==> src/hw/rtl/sks_pkg.sv <==
// ----------------------------------------------------------------------------
// sks_pkg
// Types and constants shared by the serial key scancode queue modules.
// ----------------------------------------------------------------------------
package sks_pkg;

  // field widths
  localparam int unsigned CODE_W   = 7;
  localparam int unsigned BYTE_W   = 8;
  localparam int unsigned CNT_W    = 16;
  localparam int unsigned LEVEL_W  = 6;
  localparam int unsigned TBL_AW   = 7;
  localparam int unsigned TBL_DEPTH = 128;

  // op queue between front and back
  localparam int unsigned QUEUE_DEPTH = 4;
  localparam int unsigned QPTR_W      = 2;

  // command codes
  localparam logic [1:0] CMD_RX  = 2'd0;
  localparam logic [1:0] CMD_POP = 2'd1;
  localparam logic [1:0] CMD_MAP = 2'd2;

  // special bytes and codes
  localparam logic [BYTE_W-1:0] BYTE_LF    = 8'h0A;
  localparam logic [BYTE_W-1:0] BYTE_CR    = 8'h0D;
  localparam logic [CODE_W-1:0] CODE_SHIFT = 7'h2A;

  // request fields
  typedef struct packed {
    logic [1:0]        cmd;
    logic              rx_ready;
    logic              rx_error;
    logic [BYTE_W-1:0] rx_byte;
    logic [TBL_AW-1:0] map_index;
    logic [BYTE_W-1:0] map_value;
  } req_t;

  // result fields
  typedef struct packed {
    logic [CODE_W-1:0]  scancode;
    logic [CNT_W-1:0]   rx_count;
    logic [CNT_W-1:0]   error_count;
    logic [CNT_W-1:0]   drop_count;
    logic [CNT_W-1:0]   push_count;
    logic [LEVEL_W-1:0] ring_level;
  } res_t;

  // operations handed from front to back
  typedef enum logic [1:0] {
    OP_PUSH,
    OP_POP,
    OP_REPORT
  } op_e;

  typedef struct packed {
    op_e               kind;
    logic [CODE_W-1:0] code;
  } op_t;

  // front sequencer
  typedef enum logic [2:0] {
    F_IDLE,
    F_LOOK,
    F_CODE,
    F_SHIFT,
    F_FINAL,
    F_WAIT
  } front_state_e;

  // status from front
  typedef struct packed {
    logic [CNT_W-1:0] rx_count;
    logic [CNT_W-1:0] error_count;
  } front_stat_t;

  // status from back
  typedef struct packed {
    logic [CNT_W-1:0]   drop_count;
    logic [CNT_W-1:0]   push_count;
    logic [LEVEL_W-1:0] ring_level;
  } back_stat_t;

endpackage

==> src/hw/rtl/sks_op_queue.sv <==
// ----------------------------------------------------------------------------
// sks_op_queue
// Small op queue between the front classifier and the back ring engine.
// ----------------------------------------------------------------------------
module sks_op_queue (
  input  logic           clk_i,
  input  logic           rst_ni,
  input  logic           push_i,
  input  sks_pkg::op_t   data_i,
  output logic           full_o,
  input  logic           pop_i,
  output logic           empty_o,
  output sks_pkg::op_t   data_o
);

  sks_pkg::op_t                  slot_q [sks_pkg::QUEUE_DEPTH];
  logic [sks_pkg::QPTR_W-1:0]    wptr_q, wptr_d;
  logic [sks_pkg::QPTR_W-1:0]    rptr_q, rptr_d;
  logic [sks_pkg::QPTR_W:0]      cnt_q, cnt_d;
  logic                          do_push, do_pop;

  assign full_o  = (cnt_q == (sks_pkg::QPTR_W+1)'(sks_pkg::QUEUE_DEPTH));
  assign empty_o = (cnt_q == '0);
  assign data_o  = slot_q[rptr_q];

  assign do_push = push_i && !full_o;
  assign do_pop  = pop_i && !empty_o;

  // pointer and count update
  always_comb begin
    wptr_d = do_push ? wptr_q + 1'b1 : wptr_q;
    rptr_d = do_pop  ? rptr_q + 1'b1 : rptr_q;
    cnt_d  = cnt_q;
    if (do_push && !do_pop) begin
      cnt_d = cnt_q + 1'b1;
    end else if (do_pop && !do_push) begin
      cnt_d = cnt_q - 1'b1;
    end
  end

  always_ff @(posedge clk_i or negedge rst_ni) begin
    if (!rst_ni) begin
      wptr_q <= '0;
      rptr_q <= '0;
      cnt_q  <= '0;
    end else begin
      wptr_q <= wptr_d;
      rptr_q <= rptr_d;
      cnt_q  <= cnt_d;
    end
  end

  // slot storage
  always_ff @(posedge clk_i) begin
    if (do_push) begin
      slot_q[wptr_q] <= data_i;
    end
  end

endmodule

==> src/hw/rtl/sks_front.sv <==
// ----------------------------------------------------------------------------
// sks_front
// Accepts requests, keeps the receive counters and the keymap, and turns
// each request into ring operations for the back end.
// ----------------------------------------------------------------------------
module sks_front (
  input  logic                      clk_i,
  input  logic                      rst_ni,
  input  logic                      start_i,
  input  sks_pkg::req_t             req_i,
  output logic                      busy_o,
  input  logic                      cfg_valid_i,
  input  logic                      cfg_data_i,
  output logic                      cfg_ready_o,
  input  logic                      done_i,
  output logic                      q_push_o,
  output sks_pkg::op_t              q_data_o,
  input  logic                      q_full_i,
  output logic                      ring_clear_o,
  output sks_pkg::front_stat_t      stat_o
);

  sks_pkg::front_state_e           state_q, state_d;
  logic                            enable_q;
  logic [sks_pkg::BYTE_W-1:0]      prev_q;
  logic [sks_pkg::CNT_W-1:0]       rx_cnt_q, err_cnt_q;
  logic                            look_q;
  sks_pkg::op_e                    final_q;
  logic [sks_pkg::BYTE_W-1:0]      tbl_mem [sks_pkg::TBL_DEPTH];
  logic [sks_pkg::TBL_DEPTH-1:0]   tbl_vld_q;
  logic [sks_pkg::BYTE_W-1:0]      tbl_rd_q;
  logic                            tbl_rv_q;
  logic [sks_pkg::BYTE_W-1:0]      entry;
  logic                            accept, cfg_wr, rx_live, map_wr;

  assign busy_o       = (state_q != sks_pkg::F_IDLE);
  // no register write in the cycle a request is offered
  assign cfg_ready_o  = !busy_o && !start_i;
  assign accept       = start_i && !busy_o;
  assign cfg_wr       = cfg_valid_i && cfg_ready_o;
  assign ring_clear_o = cfg_wr && cfg_data_i;
  assign rx_live      = accept && enable_q && (req_i.cmd == sks_pkg::CMD_RX);
  assign map_wr       = accept && (req_i.cmd == sks_pkg::CMD_MAP);
  assign entry        = tbl_rv_q ? tbl_rd_q : '0;

  assign stat_o.rx_count    = rx_cnt_q;
  assign stat_o.error_count = err_cnt_q;

  // control registers and counters
  always_ff @(posedge clk_i or negedge rst_ni) begin
    if (!rst_ni) begin
      state_q   <= sks_pkg::F_IDLE;
      enable_q  <= 1'b0;
      prev_q    <= '0;
      rx_cnt_q  <= '0;
      err_cnt_q <= '0;
      look_q    <= 1'b0;
      final_q   <= sks_pkg::OP_REPORT;
      tbl_vld_q <= '0;
    end else begin
      state_q <= state_d;
      if (cfg_wr) begin
        enable_q <= cfg_data_i;
      end
      if (map_wr) begin
        tbl_vld_q[req_i.map_index] <= 1'b1;
      end
      if (accept) begin
        final_q <= (req_i.cmd == sks_pkg::CMD_POP) ? sks_pkg::OP_POP : sks_pkg::OP_REPORT;
        // lf right after cr and bytes above ascii are not mapped
        look_q  <= rx_live && req_i.rx_ready
                   && !((req_i.rx_byte == sks_pkg::BYTE_LF) && (prev_q == sks_pkg::BYTE_CR))
                   && !req_i.rx_byte[sks_pkg::BYTE_W-1];
      end
      if (rx_live) begin
        if (req_i.rx_error) begin
          err_cnt_q <= err_cnt_q + 1'b1;
        end
        if (req_i.rx_ready) begin
          rx_cnt_q <= rx_cnt_q + 1'b1;
          prev_q   <= req_i.rx_byte;
        end
      end
    end
  end

  // keymap storage, write on map request, registered read on receive
  always_ff @(posedge clk_i) begin
    if (map_wr) begin
      tbl_mem[req_i.map_index] <= req_i.map_value;
    end
    if (rx_live) begin
      tbl_rd_q <= tbl_mem[req_i.rx_byte[sks_pkg::TBL_AW-1:0]];
      tbl_rv_q <= tbl_vld_q[req_i.rx_byte[sks_pkg::TBL_AW-1:0]];
    end
  end

  // sequencer: emit push ops then the closing op
  always_comb begin
    state_d  = state_q;
    q_push_o = 1'b0;
    q_data_o = '{kind: final_q, code: '0};
    case (state_q)
      sks_pkg::F_IDLE: begin
        if (accept) begin
          state_d = sks_pkg::F_LOOK;
        end
      end
      sks_pkg::F_LOOK: begin
        if (!q_full_i) begin
          q_push_o = 1'b1;
          if (look_q && (entry != '0)) begin
            if (entry[sks_pkg::BYTE_W-1]) begin
              q_data_o = '{kind: sks_pkg::OP_PUSH, code: sks_pkg::CODE_SHIFT};
              state_d  = sks_pkg::F_CODE;
            end else begin
              q_data_o = '{kind: sks_pkg::OP_PUSH, code: entry[sks_pkg::CODE_W-1:0]};
              state_d  = sks_pkg::F_FINAL;
            end
          end else begin
            state_d = sks_pkg::F_WAIT;
          end
        end
      end
      sks_pkg::F_CODE: begin
        q_data_o = '{kind: sks_pkg::OP_PUSH, code: entry[sks_pkg::CODE_W-1:0]};
        if (!q_full_i) begin
          q_push_o = 1'b1;
          state_d  = sks_pkg::F_SHIFT;
        end
      end
      sks_pkg::F_SHIFT: begin
        q_data_o = '{kind: sks_pkg::OP_PUSH, code: sks_pkg::CODE_SHIFT};
        if (!q_full_i) begin
          q_push_o = 1'b1;
          state_d  = sks_pkg::F_FINAL;
        end
      end
      sks_pkg::F_FINAL: begin
        if (!q_full_i) begin
          q_push_o = 1'b1;
          state_d  = sks_pkg::F_WAIT;
        end
      end
      sks_pkg::F_WAIT: begin
        if (done_i) begin
          state_d = sks_pkg::F_IDLE;
        end
      end
      default: begin
        state_d = sks_pkg::F_IDLE;
      end
    endcase
  end

endmodule

==> src/hw/rtl/sks_back.sv <==
// ----------------------------------------------------------------------------
// sks_back
// Ring engine: executes push and pop ops on the code ring, one op a cycle,
// and raises the result strobe on the closing op of each request.
// ----------------------------------------------------------------------------
module sks_back #(
  parameter int unsigned RING_SLOTS = 64
) (
  input  logic                              clk_i,
  input  logic                              rst_ni,
  input  logic                              q_empty_i,
  input  sks_pkg::op_t                      q_data_i,
  output logic                              q_pop_o,
  input  logic                              ring_clear_i,
  output logic                              done_o,
  output logic [sks_pkg::CODE_W-1:0]        scancode_o,
  output sks_pkg::back_stat_t               stat_o
);

  localparam int unsigned PTR_W = $clog2(RING_SLOTS);
  localparam int unsigned LW    = (PTR_W + 1 > sks_pkg::LEVEL_W) ? PTR_W + 1 : sks_pkg::LEVEL_W;
  localparam logic [PTR_W-1:0] LAST = PTR_W'(RING_SLOTS - 1);

  logic [sks_pkg::CODE_W-1:0]  ring_mem [RING_SLOTS];
  logic [PTR_W-1:0]            wptr_q, rptr_q, wnext, rnext;
  logic [sks_pkg::CNT_W-1:0]   drop_q, push_q;
  logic [sks_pkg::CODE_W-1:0]  rd_q;
  logic                        hit_q, done_q;
  logic                        fire, ring_full, ring_empty, do_write, do_read;
  logic [LW-1:0]               level;

  assign fire       = !q_empty_i;
  assign q_pop_o    = fire;
  assign wnext      = (wptr_q == LAST) ? '0 : wptr_q + 1'b1;
  assign rnext      = (rptr_q == LAST) ? '0 : rptr_q + 1'b1;
  assign ring_full  = (wnext == rptr_q);
  assign ring_empty = (wptr_q == rptr_q);
  assign do_write   = fire && (q_data_i.kind == sks_pkg::OP_PUSH) && !ring_full;
  assign do_read    = fire && (q_data_i.kind == sks_pkg::OP_POP) && !ring_empty;

  // occupancy, wrapped around the ring size
  assign level = LW'(wptr_q) - LW'(rptr_q) + ((wptr_q < rptr_q) ? LW'(RING_SLOTS) : '0);

  assign done_o            = done_q;
  assign scancode_o        = hit_q ? rd_q : '0;
  assign stat_o.drop_count = drop_q;
  assign stat_o.push_count = push_q;
  assign stat_o.ring_level = level[sks_pkg::LEVEL_W-1:0];

  // pointers, counters and strobe
  always_ff @(posedge clk_i or negedge rst_ni) begin
    if (!rst_ni) begin
      wptr_q <= '0;
      rptr_q <= '0;
      drop_q <= '0;
      push_q <= '0;
      hit_q  <= 1'b0;
      done_q <= 1'b0;
    end else begin
      done_q <= fire && (q_data_i.kind != sks_pkg::OP_PUSH);
      // code shown only right after a pop that found one
      hit_q  <= do_read;
      if (ring_clear_i) begin
        wptr_q <= '0;
        rptr_q <= '0;
      end else begin
        if (fire && (q_data_i.kind == sks_pkg::OP_PUSH)) begin
          if (ring_full) begin
            drop_q <= drop_q + 1'b1;
          end else begin
            wptr_q <= wnext;
            push_q <= push_q + 1'b1;
          end
        end
        if (do_read) begin
          rptr_q <= rnext;
        end
      end
    end
  end

  // code ring storage with registered read
  always_ff @(posedge clk_i) begin
    if (do_write) begin
      ring_mem[wptr_q] <= q_data_i.code;
    end
    if (do_read) begin
      rd_q <= ring_mem[rptr_q];
    end
  end

endmodule

==> src/hw/rtl/serial_key_scancode_queue.sv <==
// ----------------------------------------------------------------------------
// serial_key_scancode_queue
// Serial keyboard scancode queue: maps received bytes to scancodes and
// holds them in a ring that is read one code per pop request.
// ----------------------------------------------------------------------------
// A request is taken when start_i is high and busy_o is low; busy_o then
// stays high until the single result has been shown for one cycle with
// done_o, and the next request can be taken in the cycle after that.
// The result cannot be held off, so sample res_o whenever done_o is high.
// A pop, a keymap write or an unmapped byte passes only its closing op to the
// ring engine; a plain key sends one push op before it and a shifted key
// three (shift, code, shift). The front sequencer issues one ring op per
// cycle into the op queue while the queue is not full, and the ring engine
// executes one op per cycle on the single-port code ring.
// Configuration writes are taken whenever no request is in flight or being
// offered on start_i; writing enable as one empties the ring.
// ----------------------------------------------------------------------------
module serial_key_scancode_queue #(
  parameter int unsigned RING_SLOTS = 64
) (
  input  logic             clk_i,
  input  logic             rst_ni,
  input  logic             start_i,
  input  sks_pkg::req_t    req_i,
  output logic             busy_o,
  output logic             done_o,
  output sks_pkg::res_t    res_o,
  input  logic             cfg_valid_i,
  input  logic             cfg_data_i,
  output logic             cfg_ready_o
);

  logic                         q_push, q_full, q_pop, q_empty, ring_clear, back_done;
  sks_pkg::op_t                 q_in, q_out;
  sks_pkg::front_stat_t         fstat;
  sks_pkg::back_stat_t          bstat;
  logic [sks_pkg::CODE_W-1:0]   scancode;

  // request intake and classification
  sks_front u_front (
    .clk_i        (clk_i),
    .rst_ni       (rst_ni),
    .start_i      (start_i),
    .req_i        (req_i),
    .busy_o       (busy_o),
    .cfg_valid_i  (cfg_valid_i),
    .cfg_data_i   (cfg_data_i),
    .cfg_ready_o  (cfg_ready_o),
    .done_i       (back_done),
    .q_push_o     (q_push),
    .q_data_o     (q_in),
    .q_full_i     (q_full),
    .ring_clear_o (ring_clear),
    .stat_o       (fstat)
  );

  // op queue
  sks_op_queue u_queue (
    .clk_i   (clk_i),
    .rst_ni  (rst_ni),
    .push_i  (q_push),
    .data_i  (q_in),
    .full_o  (q_full),
    .pop_i   (q_pop),
    .empty_o (q_empty),
    .data_o  (q_out)
  );

  // ring engine
  sks_back #(
    .RING_SLOTS (RING_SLOTS)
  ) u_back (
    .clk_i        (clk_i),
    .rst_ni       (rst_ni),
    .q_empty_i    (q_empty),
    .q_data_i     (q_out),
    .q_pop_o      (q_pop),
    .ring_clear_i (ring_clear),
    .done_o       (back_done),
    .scancode_o   (scancode),
    .stat_o       (bstat)
  );

  // result assembly
  assign done_o            = back_done;
  assign res_o.scancode    = scancode;
  assign res_o.rx_count    = fstat.rx_count;
  assign res_o.error_count = fstat.error_count;
  assign res_o.drop_count  = bstat.drop_count;
  assign res_o.push_count  = bstat.push_count;
  assign res_o.ring_level  = bstat.ring_level;

endmodule

==> config.mk <==
export PLATFORM = sky130hd
export DESIGN_NAME = serial_key_scancode_queue
export DESIGN_NICKNAME = d
export VERILOG_FILES = /design/src/hw/rtl/sks_pkg.sv /design/src/hw/rtl/sks_op_queue.sv /design/src/hw/rtl/sks_front.sv /design/src/hw/rtl/sks_back.sv /design/src/hw/rtl/serial_key_scancode_queue.sv
export SDC_FILE = /design/constraint.sdc
export NUM_CORES = 2
export LEC_CHECK = 0
export BUFFER_PORTS_ARGS = -buffer_cell sky130_fd_sc_hd__buf_2
export CORE_MARGIN = 3
export CORE_UTILIZATION = 45
export DETAILED_ROUTE_END_ITERATION = 12
export GPL_ROUTABILITY_DRIVEN = 0
export GPL_TIMING_DRIVEN = 0
export PLACE_DENSITY = 0.69
export SLEW_MARGIN = 5
export SYNTH_ARGS = -nofsm -noshare
export SYNTH_HDL_FRONTEND = slang
export SYNTH_SLANG_ARGS = --single-unit
==> constraint.sdc <==
create_clock -name clk_i -period 4.4 [get_ports clk_i]
set_input_delay 0 -clock clk_i [delete_from_list [all_inputs] [get_ports clk_i]]
set_output_delay 0 -clock clk_i [all_outputs]
set_load 0.01 [all_outputs]
==> impl_metrics.yaml <==
setup_path:
  crit_slowest_cell: "nor3b_1"
  cp_max_fo: 9
  worstSetupStartpoint: "u_front.state_q[1]"
  crit_top_cell: "nor2_1"
  worstPathArrival_ns: 4.86
  worstSetupStartpointType: "flip-flop"
  worstSetupPathType: "reg2reg"
  r2r_start: "u_front.state_q[1]"
  crit_path_end_kind: "flip-flop"
  cp.required_ns: 4.84
  crit_chain: "or4b_4, nor3b_1, nand2_1, nor2_1, nand3_2, dlygate4sd3_1, nor2_1"
  max_stage_delay_ns: 0.82
routing:
  via_count: 37200
  post-route-drc-count: 0
  drt_iter0_drc: 4917
  antenna_left: 0
  routedWlPerCell_um: 30.1
  vias_per_cell: 6.06
  dr.pass1.iters: 7
  routed_wl_um: 185000
cts:
  clockBufferDepth: 3
  ctsRootBufferMaster: "clkbuf_16"
  htreeDepth: 4
  cts_buffers: 175
  clk_pin_slew_ns: 0.07
  clk_latency_ns: 0.82
  tritoncts: "yes"
  cts_sinks: 1752
timing:
  rsz0062_at_grt: "false"
  period_share_pct: 100
  max_freq_mhz: 226
  maxSlewViolCount: 21
  slew-limit-headroom_pct: -0.643
  whs_ns: 0.0665
  finalHoldViolations: 0
  tightest_slew_ns: 1.51
  period_needed_ns: 4.42
  setup_viol: 5
  setup_ws_ns: -0.0178
  finClkSkew_ns: 0.0766
placement:
  preCtsSetupSlack_ns: 0.101
  place_inst: 5776
  dp_hpwl_um: 120000
  port_buffers: 103
pwr:
  ir_drop_mv: 0.412
  p_sw_share_pct: 21.5
  power_switching_mw: 7.53
  p_leak_nw: 25.4
  seq_power_share_pct: 51.5
  p_per_area_nw_per_um2: 443
  power.internal_mw: 27.4
  power_mw: 35.0
  p_clk_share_pct: 44.4
  power.share.combinational_pct: 4.1
logic_synthesis:
  syn_area_um2: 69100
  synth_top_flop_cell: "edfxtp_1"
  synth_warnings: 0
  synth_cell_types: 74
  synth_fp_nets: 3681
  synth_edf_count: 1524
  synth_cells: 3632
  seq_area_frac_synth_pct: 74.4
  synthArstFlopShare_pct: 13.0
  ys_ff_latch: 1752
  syn_avg_cell_area_um2: 19.0
finish:
  post-route-util_pct: 51.9
  final_common_cell: "edfxtp_1"
  fill_cells: 11900
  final_cell_mix: "edfxtp_1, mux4_2, dfrtp_1"
  stdcell_count: 6146
  areaGrowthSynthToFinish_pct: 14.2
  drive_gt1_share_pct: 24.7
  nNetsFinal: 4005
hold_path:
  hp-class: "in2reg"
  worstHoldStart: "req_i[13]"
global_routing:
  grt_use_total_pct: 23.3
  antenna_found_initial: 4
  grt_pass1_wl_um: 264000
  grt_max_degree: 97
  grt_overflow: 0
  grt_pass1_vias: 36900
status:
  status: "finished with violations"
  failed_checks: "max-capacitance violations, max-slew violations, negative setup slack"
floorplan:
  core_area_um2: 152000
  num_rows: 143
  dieArea_um2: 158000
  die_h_um: 398
  die_x_um: 398
  io_pins: 112
  start_util_pct: 45.4
flow_run:
  maxCapViolCount: 2
-- metal layers --
| layer | vias to the layer above | GRT usage [%] | part of all wire [%] |
|---|---|---|---|
| li1 | 15300 | - | - |
| met1 | 19300 | 31.3 | 38 |
| met2 | 2207 | 36.4 | 47 |
| met3 | 430 | 5.86 | 10 |
| met4 | 4 | 10.0 | 4.5 |
| met5 | - | 0 | 0.0081 |
-- sequential cells by signal, indices dropped and copies added, names as in the netlist, 16 cells and up --
name	count
u_queue.slot_q	36
u_front.err_cnt_q	16
u_back.ring_mem	448
u_front.tbl_mem	1024
u_front.tbl_vld_q	128
u_back.push_q	16
u_front.rx_cnt_q	16
u_back.drop_q	16
-- Yosys cell counts, types with 14 or more instances --
cell | instances | area (µm²)
inv_1 | 19 | 71.3
o21ai_0 | 24 | 120
or2_2 | 128 | 801
nor3_1 | 79 | 395
nor2b_1 | 14 | 87.6
edfxtp_1 | 1524 | 45800
a21oi_1 | 58 | 290
xor2_1 | 30 | 263
o22ai_1 | 30 | 188
dfrtp_1 | 227 | 5680
mux2i_1 | 171 | 1710
ha_1 | 16 | 200
o221ai_1 | 16 | 140
nor2_1 | 194 | 728
mux4_2 | 370 | 8330
a22oi_1 | 68 | 510
and2_1 | 19 | 119
a22o_1 | 16 | 140
nand3_1 | 48 | 240
xnor2_1 | 49 | 429
nand2_1 | 143 | 537
nand4_1 | 18 | 113
clkbuf_1 | 76 | 285
buf_2 | 86 | 430
buf_1 | 21 | 78.8
a211oi_1 | 35 | 263
and3_1 | 14 | 87.6
-- worst paths after layout --
check	to	slack (ns)	depth (start not counted)
max	u_front.tbl_mem[112][3]	-0.02	7
min	u_front.tbl_mem[99][5]	0.07	3
max reg2reg	u_front.tbl_mem[112][3]	-0.02	7
min reg2reg	u_front.tbl_vld_q[87]	0.46	1
max in group asynchronous	u_front.rx_cnt_q[15]	3.50	4
min in group asynchronous	u_front.tbl_vld_q[94]	0.32	4
-- power by group through the flow --
stage | combinational (mW) | sequential, mW | clock [mW]
global route | 1.48 | 18.0 | 16.4
floorplan | 0.662 | 18.3 | 0
detailed placement | 1.39 | 18.3 | 0
global placement | 1.33 | 18.4 | 0
CTS | 1.41 | 18.0 | 15.7
finish | 1.44 | 18.0 | 15.5
-- worst max-delay path: cells and delay by family, from the launching register on --
family	cells	cell delay [ns]
buffers and inverters	1	0.72
AND/OR/NAND/NOR	6	2.94
flip-flops	1	0.43
-- layout make-up --
type                    instances  area [µm²]  area share (%)
well taps                    2030        2540            3.22
inverters                      19        71.3          0.0903
multi-input cells            1665       16700            21.2
clock buffers                 231        4830            6.12
diodes                          7        17.5          0.0222
repair buffers                147        1190            1.51
plain buffers                 196         896            1.13
clock inverters                99        1220            1.54
flip-flops and latches       1752       51500            65.2
-- timing repair --
item | in CTS | in global routing
resized for setup | 0 | 3
setup buffers | 0 | 0
setup endpoints to repair | 0 | 13
endpoints found under the hold margin | 1171 | 0
hold buffers | 32 | 0
-- metrics by stage --
stage	instance area, µm²	setup TNS (ns)
2_1_floorplan	69100	0
3_3_place_gp	72200	-367.52
3_5_place_dp	72500	0
4_1_cts	78900	0
5_1_grt	79000	0
6_report	79000	-0.0409
-- kinds of logic (layout without fill, tap and decap cells) --
family                     after synthesis  count (layout)  synth area share, %
xor gates and xnor gates                79              79                 1.00
buffers and inverters                  215             692                 1.39
other                                    0               7                    0
DFF                                   1752            1752                 74.4
and+or+nand+nor                        723             723                 5.25
muxes                                  546             546                 14.6
AOI/OAI and AO/OA                      300             300                 2.98
adders and majority gates               17              17                0.319
No activity file was read; power rests on OpenSTA's default activity.
